<file path="config.mk">
export PLATFORM = sky130hd
export DESIGN_NAME = fraction_reduce_compare
export DESIGN_NICKNAME = d
export VERILOG_FILES = /design/src/sv/frc_pkg.sv /design/src/sv/frc_reduce.sv /design/src/sv/fraction_reduce_compare.sv
export SDC_FILE = /design/constraint.sdc
export NUM_CORES = 2
export LEC_CHECK = 0
export ABC_AREA = 1
export ABC_CLOCK_PERIOD_IN_PS = 22400
export BUFFER_PORTS_ARGS = -buffer_cell sky130_fd_sc_hd__buf_2
export CAP_MARGIN = 20
export CORE_MARGIN = 8
export CORE_UTILIZATION = 50
export DETAILED_ROUTE_END_ITERATION = 8
export GPL_TIMING_DRIVEN = 0
export HOLD_SLACK_MARGIN = 0.03
export PLACE_DENSITY = 0.66
export SLEW_MARGIN = 25
export SYNTH_ARGS = -nofsm -noshare
export SYNTH_HDL_FRONTEND = slang
export SYNTH_SLANG_ARGS = --single-unit
</file>
<file path="constraint.sdc">
create_clock -name clk -period 22.4 [get_ports clk]
set_input_delay 2.24 -clock clk [delete_from_list [all_inputs] [get_ports clk]]
set_output_delay 2.24 -clock clk [all_outputs]
set_load 0.01 [all_outputs]
</file>
<file path="src/sv/frc_pkg.sv">
// ----------------------------------------------------------------------------
// frc_pkg: shared types and constants of the fraction reduce/compare unit
// item layouts, operation codes and the reduced fraction record
// ----------------------------------------------------------------------------
package frc_pkg;

	localparam int VALUE_WIDTH = 32;
	localparam int CNT_W       = $clog2(VALUE_WIDTH);
	localparam int PROD_W      = 2 * VALUE_WIDTH - 1;

	localparam logic [VALUE_WIDTH-2:0] DEN_MAX = '1;
	localparam logic [VALUE_WIDTH-1:0] MAG_MAX = {1'b0, DEN_MAX};

	typedef enum logic {
		OP_REDUCE  = 1'b0,
		OP_COMPARE = 1'b1
	} op_t;

	typedef struct packed {
		logic                          operation;
		logic signed [VALUE_WIDTH-1:0] num_a;
		logic signed [VALUE_WIDTH-1:0] den_a;
		logic signed [VALUE_WIDTH-1:0] num_b;
		logic signed [VALUE_WIDTH-1:0] den_b;
	} in_item_t;

	typedef struct packed {
		logic signed [VALUE_WIDTH-1:0] reduced_num;
		logic        [VALUE_WIDTH-2:0] reduced_den;
		logic                          is_less;
		logic                          is_equal;
	} out_item_t;

	// reduced fraction: sign flag, numerator magnitude, denominator
	typedef struct packed {
		logic                   neg;
		logic [VALUE_WIDTH-1:0] num;
		logic [VALUE_WIDTH-2:0] den;
	} frac_t;

endpackage

</file>
<file path="src/sv/frc_reduce.sv">
// ----------------------------------------------------------------------------
// frc_reduce: reduces one signed fraction to lowest terms
// binary gcd, then two restoring divisions, all on one shared subtractor
// ----------------------------------------------------------------------------
module frc_reduce import frc_pkg::*; (
	input  logic                   clk,
	input  logic                   arst_n,
	input  logic                   start,
	input  logic [VALUE_WIDTH-1:0] num_raw,
	input  logic [VALUE_WIDTH-1:0] den_raw,
	output logic                   done,
	output frac_t                  res
);

	localparam int W = VALUE_WIDTH;

	typedef enum logic [4:0] {
		R_IDLE = 5'b00001,
		R_GCD  = 5'b00010,
		R_DIVN = 5'b00100,
		R_DIVD = 5'b01000,
		R_DONE = 5'b10000
	} rstate_t;

	rstate_t          state_q;
	logic             nneg_q, dneg_q;
	logic [W-1:0]     mn_q, md_q, qn_q;
	logic [W-1:0]     a_q, b_q, g_q;
	logic [W-1:0]     rem_q, quo_q;
	logic [CNT_W-1:0] k_q, cnt_q;

	logic [W:0]       sub_x, sub_y;
	logic [W+1:0]     sub_r;
	logic             borrow;
	logic [W-1:0]     gcd_val, quo_next, rem_next;
	logic             mn_big;

	// shared subtractor
	always_comb begin
		if (state_q == R_GCD) begin
			sub_x = {1'b0, a_q};
			sub_y = {1'b0, b_q};
		end else begin
			sub_x = {rem_q, quo_q[W-1]};
			sub_y = {1'b0, g_q};
		end
	end

	assign sub_r    = {1'b0, sub_x} - {1'b0, sub_y};
	assign borrow   = sub_r[W+1];
	assign gcd_val  = (a_q | b_q) << k_q;
	assign quo_next = {quo_q[W-2:0], ~borrow};
	assign rem_next = borrow ? sub_x[W-1:0] : sub_r[W-1:0];

	always_ff @(posedge clk or negedge arst_n) begin
		if (!arst_n) begin
			state_q <= R_IDLE;
		end else begin
			case (state_q)
				R_IDLE, R_DONE: begin
					if (start) begin
						state_q <= R_GCD;
					end else begin
						state_q <= R_IDLE;
					end
				end
				R_GCD: begin
					if (a_q == '0 || b_q == '0) begin
						state_q <= (gcd_val == '0) ? R_DONE : R_DIVN;
					end
				end
				R_DIVN: begin
					if (cnt_q == CNT_W'(W - 1)) begin
						state_q <= R_DIVD;
					end
				end
				R_DIVD: begin
					if (cnt_q == CNT_W'(W - 1)) begin
						state_q <= R_DONE;
					end
				end
				default: state_q <= R_IDLE;
			endcase
		end
	end

	always_ff @(posedge clk) begin
		case (state_q)
			R_IDLE, R_DONE: begin
				if (start) begin
					nneg_q <= num_raw[W-1];
					dneg_q <= den_raw[W-1];
					mn_q   <= num_raw[W-1] ? W'(0) - num_raw : num_raw;
					md_q   <= den_raw[W-1] ? W'(0) - den_raw : den_raw;
					a_q    <= num_raw[W-1] ? W'(0) - num_raw : num_raw;
					b_q    <= den_raw[W-1] ? W'(0) - den_raw : den_raw;
					k_q    <= '0;
				end
			end
			R_GCD: begin
				if (a_q == '0 || b_q == '0) begin
					g_q   <= gcd_val;
					rem_q <= '0;
					quo_q <= mn_q;
					cnt_q <= '0;
				end else if (!a_q[0] && !b_q[0]) begin
					a_q <= a_q >> 1;
					b_q <= b_q >> 1;
					k_q <= k_q + 1'b1;
				end else if (!a_q[0]) begin
					a_q <= a_q >> 1;
				end else if (!b_q[0]) begin
					b_q <= b_q >> 1;
				end else if (borrow) begin
					a_q <= b_q;
					b_q <= a_q;
				end else begin
					a_q <= sub_r[W-1:0];
				end
			end
			R_DIVN: begin
				if (cnt_q == CNT_W'(W - 1)) begin
					qn_q  <= quo_next;
					rem_q <= '0;
					quo_q <= md_q;
					cnt_q <= '0;
				end else begin
					rem_q <= rem_next;
					quo_q <= quo_next;
					cnt_q <= cnt_q + 1'b1;
				end
			end
			R_DIVD: begin
				if (cnt_q == CNT_W'(W - 1)) begin
					mn_q <= qn_q;
					md_q <= quo_next;
				end else begin
					rem_q <= rem_next;
					quo_q <= quo_next;
					cnt_q <= cnt_q + 1'b1;
				end
			end
			default: begin
			end
		endcase
	end

	// sign placement and saturation
	always_comb begin
		res.neg = (nneg_q != dneg_q) && mn_q != '0 && md_q != '0;
		res.den = md_q[W-1] ? DEN_MAX : md_q[W-2:0];
		mn_big  = !res.neg && mn_q[W-1];
		res.num = mn_big ? MAG_MAX : mn_q;
	end

	assign done = (state_q == R_DONE);

	a_state_onehot: assert property (@(posedge clk) disable iff (!arst_n)
		$onehot(state_q))
		else $error("reduce sequencer state not one-hot");

	a_no_neg_zero: assert property (@(posedge clk) disable iff (!arst_n)
		done |-> !(res.neg && res.num == '0))
		else $error("negative zero numerator");

	a_zero_num_den: assert property (@(posedge clk) disable iff (!arst_n)
		(done && res.num == '0) |-> res.den <= 1)
		else $error("zero numerator with denominator above one");

endmodule

</file>
<file path="src/sv/fraction_reduce_compare.sv">
// ----------------------------------------------------------------------------
// fraction_reduce_compare: signed rational reduce and compare unit
// reduces a fraction to lowest terms, or compares two reduced fractions
// ----------------------------------------------------------------------------
// usage:
//   in channel (in_valid/in_ready/in_data) takes one item; operation selects
//   reduce of num_a/den_a, or compare of the first fraction against the second
//   out channel (out_valid/out_ready/out_data) returns one item per input item
//   each fraction goes through one reduce unit: a binary gcd, then two
//   bit-serial divisions, all on one shared subtractor; 0/0 skips the divisions
//   compare: two reductions back to back, then the two cross products in turn
//   on one multiplier, then the final compare
//   in_ready is high only while the sequencer is idle; one item at a time
//   the result sits in an output register, so a stalled receiver holds at
//   most one result while the next item is already being worked on
//   reset clears the sequencer and the output valid flag
// ----------------------------------------------------------------------------
module fraction_reduce_compare import frc_pkg::*; (
	input  logic      clk,
	input  logic      arst_n,
	input  logic      in_valid,
	output logic      in_ready,
	input  in_item_t  in_data,
	output logic      out_valid,
	input  logic      out_ready,
	output out_item_t out_data
);

	localparam int W = VALUE_WIDTH;

	typedef enum logic [5:0] {
		T_IDLE  = 6'b000001,
		T_RED_A = 6'b000010,
		T_RED_B = 6'b000100,
		T_MUL_L = 6'b001000,
		T_MUL_R = 6'b010000,
		T_FIN   = 6'b100000
	} tstate_t;

	tstate_t         state_q;
	in_item_t        item_q;
	frac_t           fa_q, fb_q;
	logic [PROD_W-1:0] lprod_q, rprod_q;
	logic            out_valid_q;
	out_item_t       out_data_q;

	logic            red_start, red_done;
	logic [W-1:0]    red_num, red_den;
	frac_t           red_res;
	logic [W-1:0]    mul_x;
	logic [W-2:0]    mul_y;
	logic [PROD_W-1:0] mul_p;
	logic            accept, load_out;
	logic            lneg, rneg, less, equal, cmp_op;

	frc_reduce u_reduce (
		.clk     (clk),
		.arst_n  (arst_n),
		.start   (red_start),
		.num_raw (red_num),
		.den_raw (red_den),
		.done    (red_done),
		.res     (red_res)
	);

	assign accept    = in_valid && in_ready;
	assign in_ready  = (state_q == T_IDLE);
	assign cmp_op    = (item_q.operation == OP_COMPARE);
	assign load_out  = (state_q == T_FIN) && (!out_valid_q || out_ready);
	assign red_start = accept || ((state_q == T_RED_A) && red_done && cmp_op);
	assign red_num   = (state_q == T_IDLE) ? in_data.num_a : item_q.num_b;
	assign red_den   = (state_q == T_IDLE) ? in_data.den_a : item_q.den_b;

	// one multiplier, used for each cross product in turn
	assign mul_x = (state_q == T_MUL_L) ? fa_q.num : fb_q.num;
	assign mul_y = (state_q == T_MUL_L) ? fb_q.den : fa_q.den;
	assign mul_p = PROD_W'(mul_x) * PROD_W'(mul_y);

	always_comb begin
		lneg  = fa_q.neg && lprod_q != '0;
		rneg  = fb_q.neg && rprod_q != '0;
		if (lneg != rneg) begin
			less = lneg;
		end else if (!lneg) begin
			less = lprod_q < rprod_q;
		end else begin
			less = rprod_q < lprod_q;
		end
		equal = (fa_q == fb_q);
	end

	always_ff @(posedge clk or negedge arst_n) begin
		if (!arst_n) begin
			state_q     <= T_IDLE;
			out_valid_q <= 1'b0;
		end else begin
			case (state_q)
				T_IDLE: begin
					if (accept) begin
						state_q <= T_RED_A;
					end
				end
				T_RED_A: begin
					if (red_done) begin
						state_q <= cmp_op ? T_RED_B : T_FIN;
					end
				end
				T_RED_B: begin
					if (red_done) begin
						state_q <= T_MUL_L;
					end
				end
				T_MUL_L: state_q <= T_MUL_R;
				T_MUL_R: state_q <= T_FIN;
				T_FIN: begin
					if (load_out) begin
						state_q <= T_IDLE;
					end
				end
				default: state_q <= T_IDLE;
			endcase
			if (load_out) begin
				out_valid_q <= 1'b1;
			end else if (out_ready) begin
				out_valid_q <= 1'b0;
			end
		end
	end

	always_ff @(posedge clk) begin
		if (accept) begin
			item_q <= in_data;
		end
		if (state_q == T_RED_A && red_done) begin
			fa_q <= red_res;
		end
		if (state_q == T_RED_B && red_done) begin
			fb_q <= red_res;
		end
		if (state_q == T_MUL_L) begin
			lprod_q <= mul_p;
		end
		if (state_q == T_MUL_R) begin
			rprod_q <= mul_p;
		end
		if (load_out) begin
			out_data_q.reduced_num <= fa_q.neg ? W'(0) - fa_q.num : fa_q.num;
			out_data_q.reduced_den <= fa_q.den;
			out_data_q.is_less     <= cmp_op && less;
			out_data_q.is_equal    <= cmp_op && equal;
		end
	end

	assign out_valid = out_valid_q;
	assign out_data  = out_data_q;

	a_state_onehot: assert property (@(posedge clk) disable iff (!arst_n)
		$onehot(state_q))
		else $error("top sequencer state not one-hot");

	a_busy_after_accept: assert property (@(posedge clk) disable iff (!arst_n)
		accept |=> !in_ready)
		else $error("ready still high after an item was taken");

	a_less_not_equal: assert property (@(posedge clk) disable iff (!arst_n)
		(out_valid && out_data.is_less) |-> !out_data.is_equal)
		else $error("result both less and equal");

	a_reduce_flags: assert property (@(posedge clk) disable iff (!arst_n)
		(load_out && !cmp_op) |=> !out_data.is_less && !out_data.is_equal)
		else $error("compare flags set in reduce mode");

endmodule

</file>
==> impl_metrics.json <==
{
  "antenna_found_initial": 11,
  "start_kind": "flop",
  "drtPass1Iterations": 7,
  "layout-drive-gt1-share_pct": 8.04,
  "die_w_um": 384,
  "htreeDepth": 3,
  "worst_pin_slew_ns": 1.17,
  "cp_top_family": "adder cells",
  "insertion_delay_ns": 0.70,
  "drc_errors": 0,
  "ys_ff_latch": 664,
  "final_cell_mix": "nand2_1, inv_1, fa_1",
  "cts_tree": "yes",
  "drt_wl_total_um": 276000,
  "viasPerCell": 5.83,
  "cap_violations": 0,
  "gp_congestion": 1.05,
  "worstSetupEndpoint": "lprod_q[53]",
  "finalMaxSlewViolations": 0,
  "port_buffers": 199,
  "cts-root-buf": "clkbuf_16",
  "syn_inst": 7705,
  "grtUsageTotal_pct": 37.0,
  "cp_num_cells": 31,
  "final_common_cell": "nand2_1",
  "avgSynthCellArea_um2": 8.77,
  "r2r_cells": 31,
  "rsz0062_at_grt": "false",
  "finalCritPeriodShare_pct": 50.8,
  "r2r_setup_slack_ns": 11.02,
  "setup_viol": 0,
  "fin_crit_ns": 11.38,
  "cp.arrival_ns": 11.87,
  "yosys_most_used_dff": "edfxtp_1",
  "dieArea_mm2": 0.147,
  "fillers": 12500,
  "cp_num_buf_inv": 10,
  "cts.path.max_buffers": 3,
  "timing.fmax_ghz": 0.0879,
  "start_util_pct": 50.1,
  "cts_hold_buf": 0,
  "routedWlPerCell_um": 28.0,
  "areaGrowthSynthToFinish_pct": 9.57,
  "netlist_area_mm2": 0.0676,
  "grt.overflow.total": 0,
  "setup_tns_ns": 0,
  "status": "complete, no violations",
  "cts_num_sinks": 664,
  "cts_setup_buffers": 0,
  "cp_slowest_cell": "o21ai_0",
  "dieHeight_um": 384,
  "worstSetupPathType": "reg -> reg",
  "first_iter_violations": 6553,
  "num_rows": 135,
  "cp_max_fo": 10,
  "hold_violations": 0,
  "grt_pass1_wl_um": 393000,
  "clk_pin_slew_ns": 0.06,
  "core_area_mm2": 0.135,
  "seq_area_frac_synth_pct": 29.4,
  "cp.required_ns": 22.89,
  "r2r_start": "state_q[5]",
  "cp_common_cell": "fa_1",
  "dr_total_vias": 57500,
  "cts_buffers": 77,
  "syn-num-nets": 9062,
  "crit_start": "state_q[5]",
  "endpoint_kind": "flop",
  "io_pins": 200,
  "r2r-end": "lprod_q[53]",
  "hold_path_class": "reg -> reg",
  "fin_worst_skew_ns": 0.0699,
  "stdcell_area_mm2": 0.0740,
  "cts_resized": 0,
  "yosysWarnings": 0,
  "synth_cell_types": 65,
  "placed_area_mm2": 0.0714,
  "synth_edf_count": 652,
  "grt_max_degree": 53,
  "slowest_delay_ns": 0.96,
  "nets": 9366,
  "dpl.hpwl_um": 230000,
  "final_antenna_net_count": 0,
  "maxSlewHeadroom_pct": 21.7,
  "first_global_vias": 58300,
  "async_flop_share_pct": 1.81
}
## sequential cells by signal (all words and copies together) (netlist names), 6 cells and up
| register | flops |
|---|---|
| fa_q | 64 |
| u_reduce.a_q | 32 |
| u_reduce.qn_q | 32 |
| u_reduce.mn_q | 32 |
| item_q | 64 |
| u_reduce.rem_q | 32 |
| fb_q | 64 |
| u_reduce.g_q | 32 |
| lprod_q | 63 |
| u_reduce.b_q | 32 |
| u_reduce.md_q | 32 |
| rprod_q | 63 |
| u_reduce.quo_q | 32 |
| out_data | 65 |
| state_q | 6 |
## cell type report
type,count,area [um^2],area share (%)
Antenna cell,11,27.5,0.0372
Buffer,297,1350,1.82
Clock buffer,90,1980,2.67
Clock inverter,51,613,0.828
Inverter,1415,5320,7.18
Multi-Input combinational cell,5329,41100,55.6
Sequential cell,664,19900,26.9
Tap cell,1781,2230,3.01
Timing Repair Buffer,225,1500,2.03
## cell usage after synthesis, types with 4 or more instances
| cell type | n | area, um^2 |
|---|---|---|
| dfrtp_1 | 10 | 250 |
| nand2_1 | 1708 | 6410 |
| nand3_1 | 297 | 1490 |
| nor2_4 | 5 | 56.3 |
| a31oi_1 | 39 | 244 |
| inv_1 | 1361 | 5110 |
| buf_2 | 110 | 551 |
| nand4_1 | 67 | 419 |
| a21oi_1 | 231 | 1160 |
| and2_1 | 4 | 25.0 |
| clkinv_1 | 16 | 60.1 |
| a22oi_1 | 19 | 143 |
| o21ai_2 | 47 | 412 |
| inv_2 | 38 | 143 |
| nor4_1 | 63 | 394 |
| o21a_1 | 10 | 75.1 |
| a221oi_1 | 7 | 61.3 |
| buf_1 | 10 | 37.5 |
| o21bai_1 | 13 | 97.6 |
| xor2_1 | 118 | 1030 |
| nor2_1 | 863 | 3240 |
| buf_4 | 5 | 37.5 |
| xnor2_1 | 50 | 438 |
| nand3b_1 | 13 | 97.6 |
| o21ai_0 | 266 | 1330 |
| edfxtp_1 | 652 | 19600 |
| o211ai_1 | 12 | 90.1 |
| a21o_1 | 26 | 195 |
| o21ai_4 | 16 | 260 |
| buf_6 | 8 | 90.1 |
| fa_1 | 867 | 17400 |
| clkbuf_1 | 163 | 612 |
| o22ai_1 | 13 | 81.3 |
| nor3_1 | 44 | 220 |
| o21ai_1 | 59 | 295 |
| ha_1 | 357 | 4470 |
| nor2_2 | 14 | 87.6 |
| o221ai_1 | 33 | 289 |
| and3_1 | 5 | 31.3 |
| o31ai_1 | 4 | 30.0 |
| or2_2 | 21 | 131 |
## cells by family (layout without fill, tap and decap cells)
logic type	Yosys count	after routing	share of synthesized area [%]
and+or+nand+nor	3119	3119	18.9
muxes	2	2	0.0481
other	0	11	0
buffers and inverters	1712	2078	9.85
xor gates and xnor gates	168	168	2.18
DFF	664	664	29.4
AOI/OAI and AO/OA	816	816	7.32
adders and majority gates	1224	1224	32.3
## per-layer routing
layer,GRT usage [%],part of all wire (%),vias up
li1,-,-,24900
met1,43.8,36,28200
met2,59.3,46,3451
met3,8.16,9.5,914
met4,27.8,9.4,2
met5,0,0.0069,-
## worst reg2reg max path, delay by kind of cell (launching register included)
family | cells | cell delay [ns]
adders and majority gates | 9 | 4.64
xor gates and xnor gates | 1 | 0.28
AOI/OAI and AO/OA | 3 | 1.31
DFF | 1 | 0.41
and+or+nand+nor | 8 | 2.38
buffers and inverters | 10 | 2.15
## stage by stage
step                      instances  hold slack, ns  setup slack (ns)  util, %
after floorplan                7705           0.426             12.55        -
after global placement         9685           0.482              7.69     52.5
after detailed placement       9711           0.494             11.14     53.0
after CTS                      9852           0.467             11.05     54.9
after global routing           9853           0.492             10.77     54.9
final                          9863           0.485             11.02     54.9
## worst min-delay path by stage
stage / startpoint / to / slack [ns] / cells past startpoint
after floorplan: fa_q[13] / out_data[15] / 0.43 / 0
after global placement: fa_q[13] / out_data[15] / 0.48 / 0
after detailed placement: u_reduce.quo_q[21] / u_reduce.qn_q[22] / 0.49 / 0
after CTS: u_reduce.qn_q[1] / u_reduce.mn_q[1] / 0.47 / 2
after global routing: u_reduce.qn_q[1] / u_reduce.mn_q[1] / 0.49 / 2
final: u_reduce.qn_q[1] / u_reduce.mn_q[1] / 0.48 / 2
Power is not shown: default switching activity piles up to over one toggle a cycle in this logic, so the estimate is an artifact.
